==> src/hw/rtl/gpx_pkg.sv <==
// gpx_pkg: item types, register addresses and reset values for the gpio expander
// no dependencies; imported by gpx_core and gpio_expander_registers

package gpx_pkg;

    localparam int NUM_PINS = 16;

    // operation codes
    localparam logic [1:0] OP_READ   = 2'd0;
    localparam logic [1:0] OP_WRITE  = 2'd1;
    localparam logic [1:0] OP_SAMPLE = 2'd2;

    // register map
    localparam logic [6:0] ADDR_IN0    = 7'h00;
    localparam logic [6:0] ADDR_IN1    = 7'h01;
    localparam logic [6:0] ADDR_OUT0   = 7'h02;
    localparam logic [6:0] ADDR_OUT1   = 7'h03;
    localparam logic [6:0] ADDR_DIR0   = 7'h04;
    localparam logic [6:0] ADDR_DIR1   = 7'h05;
    localparam logic [6:0] ADDR_MASK0  = 7'h06;
    localparam logic [6:0] ADDR_MASK1  = 7'h07;
    localparam logic [6:0] ADDR_ID     = 7'h10;
    localparam logic [6:0] ADDR_CTL    = 7'h11;
    localparam logic [6:0] ADDR_MODE0  = 7'h12;
    localparam logic [6:0] ADDR_MODE1  = 7'h13;
    localparam logic [6:0] ADDR_SRESET = 7'h7F;

    localparam logic [7:0] CHIP_ID          = 8'h23;
    localparam int         CTL_P0_PP_BIT    = 4;
    localparam logic [15:0] RST_ALL_ONES    = 16'hFFFF;

    typedef struct packed {
        logic [1:0]          opcode;
        logic [6:0]          reg_addr;
        logic [7:0]          write_data;
        logic [NUM_PINS-1:0] pin_levels;
    } req_t;

    typedef struct packed {
        logic [7:0]          read_data;
        logic [NUM_PINS-1:0] pin_drive;
        logic [NUM_PINS-1:0] pin_enable;
        logic [NUM_PINS-1:0] changed_lines;
        logic                irq_pending;
    } rsp_t;

endpackage

==> src/hw/rtl/gpx_stage.sv <==
// gpx_stage: one valid/ready register slice holding a single item
// depends on nothing beyond the item type handed in

module gpx_stage #(
    parameter type DATA_T = logic
) (
    input  logic  clk,
    input  logic  rst_n,
    input  logic  up_valid,
    output logic  up_ready,
    input  DATA_T up_data,
    output logic  dn_valid,
    input  logic  dn_ready,
    output DATA_T dn_data
);

    logic  valid_reg;
    DATA_T data_reg;

    assign up_ready = !valid_reg || dn_ready;
    assign dn_valid = valid_reg;
    assign dn_data  = data_reg;

    always_ff @(posedge clk or negedge rst_n)
    begin
        if (!rst_n)
        begin
            valid_reg <= 1'b0;
        end
        else if (up_ready)
        begin
            valid_reg <= up_valid;
        end
    end

    // payload needs no reset
    always_ff @(posedge clk)
    begin
        if (up_ready && up_valid)
        begin
            data_reg <= up_data;
        end
    end

endmodule

==> src/hw/rtl/gpx_core.sv <==
// gpx_core: register file, pin sampling and interrupt state of the expander
// depends on gpx_pkg

module gpx_core
    import gpx_pkg::*;
(
    input  logic clk,
    input  logic rst_n,
    input  logic fire,
    input  req_t req,
    output rsp_t rsp
);

    logic [15:0] last_levels_reg,  last_levels_next;
    logic [15:0] out_latch_reg,    out_latch_next;
    logic [15:0] direction_reg,    direction_next;
    logic [15:0] irq_mask_reg,     irq_mask_next;
    logic [15:0] gpio_mode_reg,    gpio_mode_next;
    logic [7:0]  control_reg,      control_next;
    logic        pending_reg,      pending_next;

    logic [7:0]  rd_data;
    logic [15:0] changed;
    logic [15:0] od_block;
    logic        port_sel;

    always_comb
    begin
        last_levels_next = last_levels_reg;
        out_latch_next   = out_latch_reg;
        direction_next   = direction_reg;
        irq_mask_next    = irq_mask_reg;
        gpio_mode_next   = gpio_mode_reg;
        control_next     = control_reg;
        pending_next     = pending_reg;
        rd_data          = 8'h00;
        changed          = 16'h0000;
        port_sel         = req.reg_addr[0];

        case (req.opcode)
            OP_READ:
            begin
                case (req.reg_addr)
                    ADDR_IN0, ADDR_IN1:
                    begin
                        pending_next = 1'b0;
                        rd_data = port_sel ? last_levels_reg[15:8] : last_levels_reg[7:0];
                    end
                    ADDR_OUT0, ADDR_OUT1:
                        rd_data = port_sel ? out_latch_reg[15:8] : out_latch_reg[7:0];
                    ADDR_DIR0, ADDR_DIR1:
                        rd_data = port_sel ? direction_reg[15:8] : direction_reg[7:0];
                    ADDR_MASK0, ADDR_MASK1:
                        rd_data = port_sel ? irq_mask_reg[15:8] : irq_mask_reg[7:0];
                    ADDR_ID:
                        rd_data = CHIP_ID;
                    ADDR_CTL:
                        rd_data = control_reg;
                    ADDR_MODE0, ADDR_MODE1:
                        rd_data = port_sel ? gpio_mode_reg[15:8] : gpio_mode_reg[7:0];
                    default:
                        rd_data = 8'h00;
                endcase
            end
            OP_WRITE:
            begin
                case (req.reg_addr)
                    ADDR_OUT0:   out_latch_next[7:0]  = req.write_data;
                    ADDR_OUT1:   out_latch_next[15:8] = req.write_data;
                    ADDR_DIR0:   direction_next[7:0]  = req.write_data;
                    ADDR_DIR1:   direction_next[15:8] = req.write_data;
                    ADDR_MASK0:  irq_mask_next[7:0]   = req.write_data;
                    ADDR_MASK1:  irq_mask_next[15:8]  = req.write_data;
                    ADDR_CTL:    control_next         = req.write_data;
                    ADDR_MODE0:  gpio_mode_next[7:0]  = req.write_data;
                    ADDR_MODE1:  gpio_mode_next[15:8] = req.write_data;
                    ADDR_SRESET:
                    begin
                        last_levels_next = 16'h0000;
                        out_latch_next   = 16'h0000;
                        direction_next   = RST_ALL_ONES;
                        irq_mask_next    = RST_ALL_ONES;
                        gpio_mode_next   = RST_ALL_ONES;
                        control_next     = 8'h00;
                        pending_next     = 1'b0;
                    end
                    default: ;
                endcase
            end
            OP_SAMPLE:
            begin
                changed          = (req.pin_levels ^ last_levels_reg) & ~irq_mask_reg
                                   & gpio_mode_reg;
                last_levels_next = req.pin_levels;
                if (changed != 16'h0000)
                begin
                    pending_next = 1'b1;
                end
            end
            default: ;
        endcase

        // open-drain port 0 only drives low
        od_block = control_next[CTL_P0_PP_BIT] ? 16'h0000 : {8'h00, out_latch_next[7:0]};

        rsp.read_data     = rd_data;
        rsp.pin_drive     = out_latch_next;
        rsp.pin_enable    = ~direction_next & gpio_mode_next & ~od_block;
        rsp.changed_lines = changed;
        rsp.irq_pending   = pending_next;
    end

    always_ff @(posedge clk or negedge rst_n)
    begin
        if (!rst_n)
        begin
            last_levels_reg <= 16'h0000;
            out_latch_reg   <= 16'h0000;
            direction_reg   <= RST_ALL_ONES;
            irq_mask_reg    <= RST_ALL_ONES;
            gpio_mode_reg   <= RST_ALL_ONES;
            control_reg     <= 8'h00;
            pending_reg     <= 1'b0;
        end
        else if (fire)
        begin
            last_levels_reg <= last_levels_next;
            out_latch_reg   <= out_latch_next;
            direction_reg   <= direction_next;
            irq_mask_reg    <= irq_mask_next;
            gpio_mode_reg   <= gpio_mode_next;
            control_reg     <= control_next;
            pending_reg     <= pending_next;
        end
    end

endmodule

==> src/hw/rtl/gpio_expander_registers.sv <==
// gpio_expander_registers: top level of the 16-pin register-mapped gpio expander
// depends on gpx_pkg, gpx_stage and gpx_core

// usage
//   req channel (req_valid/req_ready/req) carries one item: a register read,
//   a register write or a sample of the 16 pin levels
//   rsp channel (rsp_valid/rsp_ready/rsp) returns exactly one item per request,
//   in order: read data, output latch, pin enables, changed lines and the
//   interrupt line as they stand after that request
// timing
//   item is captured in an input slice, then the register file updates and the
//   result is captured in an output slice, which drives rsp_valid
//   one item per cycle sustained while rsp_ready is high; the only loop is the
//   read-modify-write of the register file
// stalls
//   when rsp_ready is low the result waits in the output slice, the input
//   slice still takes one more item, then req_ready drops until space frees
//   register state changes only when an item moves into the output slice
// reset
//   rst_n clears both slices and returns the register file to its reset
//   values (all pins inputs, all interrupts masked, gpio mode, port 0 open-drain)
//   a write to the soft reset register does the same to the register file

module gpio_expander_registers
    import gpx_pkg::*;
(
    input  logic clk,
    input  logic rst_n,
    input  logic req_valid,
    output logic req_ready,
    input  req_t req,
    output logic rsp_valid,
    input  logic rsp_ready,
    output rsp_t rsp
);

    // input slice towards the register file
    logic s1_valid;
    logic s1_ready;
    req_t s1_req;

    // result from the register file
    rsp_t core_rsp;

    gpx_stage #(
        .DATA_T (req_t)
    ) u_in_stage (
        .clk      (clk),
        .rst_n    (rst_n),
        .up_valid (req_valid),
        .up_ready (req_ready),
        .up_data  (req),
        .dn_valid (s1_valid),
        .dn_ready (s1_ready),
        .dn_data  (s1_req)
    );

    // state commits exactly when the item moves into the result slice
    gpx_core u_core (
        .clk   (clk),
        .rst_n (rst_n),
        .fire  (s1_valid && s1_ready),
        .req   (s1_req),
        .rsp   (core_rsp)
    );

    gpx_stage #(
        .DATA_T (rsp_t)
    ) u_out_stage (
        .clk      (clk),
        .rst_n    (rst_n),
        .up_valid (s1_valid),
        .up_ready (s1_ready),
        .up_data  (core_rsp),
        .dn_valid (rsp_valid),
        .dn_ready (rsp_ready),
        .dn_data  (rsp)
    );

endmodule
==> config.mk <==
export PLATFORM = sky130hd
export DESIGN_NAME = gpio_expander_registers
export DESIGN_NICKNAME = d
export VERILOG_FILES = /design/src/hw/rtl/gpx_pkg.sv /design/src/hw/rtl/gpx_stage.sv /design/src/hw/rtl/gpx_core.sv /design/src/hw/rtl/gpio_expander_registers.sv
export SDC_FILE = /design/constraint.sdc
export NUM_CORES = 1
export LEC_CHECK = 0
export ABC_AREA = 1
export BUFFER_PORTS_ARGS = -buffer_cell sky130_fd_sc_hd__buf_2
export CAP_MARGIN = 25
export CORE_MARGIN = 10
export CORE_UTILIZATION = 24
export DETAILED_ROUTE_END_ITERATION = 8
export PLACE_DENSITY_LB_ADDON = 0.08
export SLEW_MARGIN = 40
export SYNTH_ARGS = -nofsm -noshare
export SYNTH_HDL_FRONTEND = slang
export SYNTH_SLANG_ARGS = --single-unit
==> constraint.sdc <==
create_clock -name clk -period 3.4 [get_ports clk]
set_clock_uncertainty 0.05 [all_clocks]
set_input_delay 0.68 -clock clk [delete_from_list [all_inputs] [get_ports clk]]
set_output_delay 0.68 -clock clk [all_outputs]
set_load 0.005 [all_outputs]
==> results.py <==
metrics = {
    "outcome": {
        "status": "finished, final reports clean",
    },
    "floorplan": {
        "die_x_um": 208,
        "rows": 68,
        "die_y_um": 208,
        "die_area_sq_um": 43400,
        "start_util_pct": 24.5,
        "ios": 96,
        "core_sq_um": 34800,
    },
    "power": {
        "p_leak_uw": 0.00431,
        "peakVddDrop_mv": 0.370,
        "p_clk_share_pct": 30.2,
        "swShare_pct": 33.0,
        "switchingPower_uw": 2110,
        "seqPwrFrac_pct": 48.6,
        "internal_power_uw": 4290,
        "power.density_nw_per_um2": 633,
        "p_comb_share_pct": 21.2,
    },
    "route": {
        "wl_um": 29800,
        "vias": 6689,
        "routedWlPerCell_um": 19.6,
        "first_pass_iters": 5,
        "drc": 0,
        "ant_nets": 0,
        "viasPerCell": 4.40,
        "drt_iter0_drc": 510,
    },
    "sta": {
        "tightest_slew_ps": 813,
        "setup_viol": 0,
        "min_period_ps": 2460,
        "relSlewSlack_pct": 45.6,
        "period_share_pct": 72.5,
        "rsz0062_at_grt": "false",
        "finalHoldViolCount": 0,
        "finalSetupTns_ps": 0,
        "finalMaxSlewViolations": 0,
        "fmax_mhz": 406,
    },
    "layout": {
        "multi_input_area_sq_um": 2950,
        "largest_reg_flops": 57,
        "drive_gt1_share_pct": 21.4,
        "fillers": 3684,
        "nNetsFinal": 1090,
        "area.growth.synth_to_final_pct": 18.8,
        "diodes": 0,
        "layoutNonFillerInstCount": 1521,
        "seqCellArea_sq_um": 5040,
    },
    "global_routing": {
        "grt_pass1_wl_um": 45300,
        "gr-total-overflow": 0,
        "grt_max_degree": 66,
        "track_usage_pct": 13.8,
        "grt_pass1_vias": 6859,
        "antenna_found_initial": 0,
    },
    "synth": {
        "synth_top_cell_area_share_pct": 31.7,
        "synth_common_cells": "287 x nand2_1, 100 x nor2_1, 99 x inv_1",
        "ys.flop_type": "edfxtp_1",
        "yosysMostFrequentCell": "nand2_1",
        "avgSynthCellArea_sq_um": 8.90,
        "yosys_warnings": 0,
        "yosysTopAreaCell": "edfxtp_1",
        "seq_area_frac_synth_pct": 59.2,
        "ys_ff_latch": 181,
        "ys_types": 33,
        "synth_fp_nets": 994,
        "async_reset_ff_share_pct": 50.3,
        "synth_edf_count": 90,
        "syn_inst": 957,
        "synth_area_leaders": "edfxtp_1 32%, dfstp_2 15%, nand2_1 13%",
        "syn_area_sq_um": 8520,
    },
    "critical_path": {
        "arrival_ps": 2720,
        "cp-end-kind": "flip-flop",
        "path_max_fanout": 12,
        "cp-start-kind": "flip-flop",
        "path_class": "reg -> reg",
        "required_ps": 3650,
    },
    "clocking": {
        "clock_latency_ps": 450,
        "cts_root_buf": "clkbuf_16",
        "post_cts_resized": 0,
        "numCtsBuffers": 17,
        "clock_path_buffers": 2,
        "hold_buffers": 0,
        "h-tree-depth": 4,
        "post_cts_buffers": 0,
        "cts_tree": "done",
        "cts_sinks": 181,
        "clk_pin_slew_worst_paths_ps": 70,
    },
    "place": {
        "gp_congestion": 0.814,
        "portBuffers": 95,
        "post-place-cells": 1489,
        "place_hpwl_um": 21800,
    },
    "min_path": {
        "hold_path.class": "in -> async",
    },
    "flow_run": {
        "max-cap-violations": 0,
    },
}
-- layout make-up --
type / instances / share of cell area (%)
tap: 455 / 5.62
timing repair buffer: 110 / 6.24
sequential: 181 / 49.8
clock buffer: 19 / 4.28
multi-input combinational: 640 / 29.1
inverter: 103 / 3.84
clock inverter: 13 / 1.08
-- stage by stage --
stage          hold slack [ps]  power [uW]  setup WS (ps)  instance area (sq um)  utilization [%]
2_1_floorplan              334        3890            184                   8520                -
3_3_place_gp               410        4560            718                   9570             27.5
3_5_place_dp               414        4560            971                   9580             27.5
4_1_cts                    254        6530            949                  10100             29.1
5_1_grt                    161        6830            823                  10100             29.1
6_report                   136        6410            936                  10100             29.1
-- power groups by stage --
| stage | clock network (uW) | logic, uW | registers [uW] |
|---|---|---|---|
| 4_1_cts | 1990 | 1410 | 3120 |
| 3_3_place_gp | 0 | 1400 | 3160 |
| 6_report | 1940 | 1360 | 3110 |
| 3_5_place_dp | 0 | 1400 | 3160 |
| 5_1_grt | 2090 | 1580 | 3170 |
| 2_1_floorplan | 0 | 808 | 3080 |
-- routing by layer --
metal / track usage [%] / share of wire (%)
met1: 18.3 / 47
met2: 22.3 / 48
met3: 2.35 / 3.5
met4: 4.13 / 1.5
met5: 0 / 0
-- logic make-up after synthesis --
group,synth area share (%)
buffers and inverters,6.36
and+or+nand+nor,23.0
AOI/OAI and AO/OA,11.5
DFF,59.2
-- worst paths after layout --
| check | startpoint | endpoint | slack, ps | depth (start not counted) |
|---|---|---|---|---|
| worst max register to register | u_in_stage.dn_data[25] | u_out_stage.dn_data[17] | 940 | 9 |
| max in group asynchronous | rst_n | u_core.irq_mask_reg[4] | 2420 | 2 |
| worst max-delay path | u_in_stage.dn_data[25] | u_out_stage.dn_data[17] | 940 | 9 |
| worst min-delay path | rst_n | u_core.out_latch_reg[10] | 140 | 1 |
| worst min register to register | u_core.direction_reg[4] | u_core.direction_reg[4] | 420 | 2 |
| min in group clk | req[15] | u_in_stage.dn_data[15] | 350 | 1 |
-- critical path, stage by stage, from the launching register on --
cell      delay [ps]
edfxtp_1         510
nand2_2          140
inv_2             70
nand4_4          250
inv_2            130
nor2_1           640
nand3_1          170
nand2_1          130
nand2_1           90
nor2_1           130
-- cell usage in the layout, fill, tap and decap left out, drive strengths merged, types with 5 or more instances in the layout --
master  instances
nand3          49
a21oi          17
buf           110
o31ai           9
nand2         296
o21ai         120
clkbuf         19
o211ai          9
dfstp          48
clkinv          9
dfrtp          43
inv           105
nor2          105
edfxtp         90
a22oi           8
nor3           13
nand4           6
o22ai           5
Note: power is estimated with default switching activity, not from simulation.
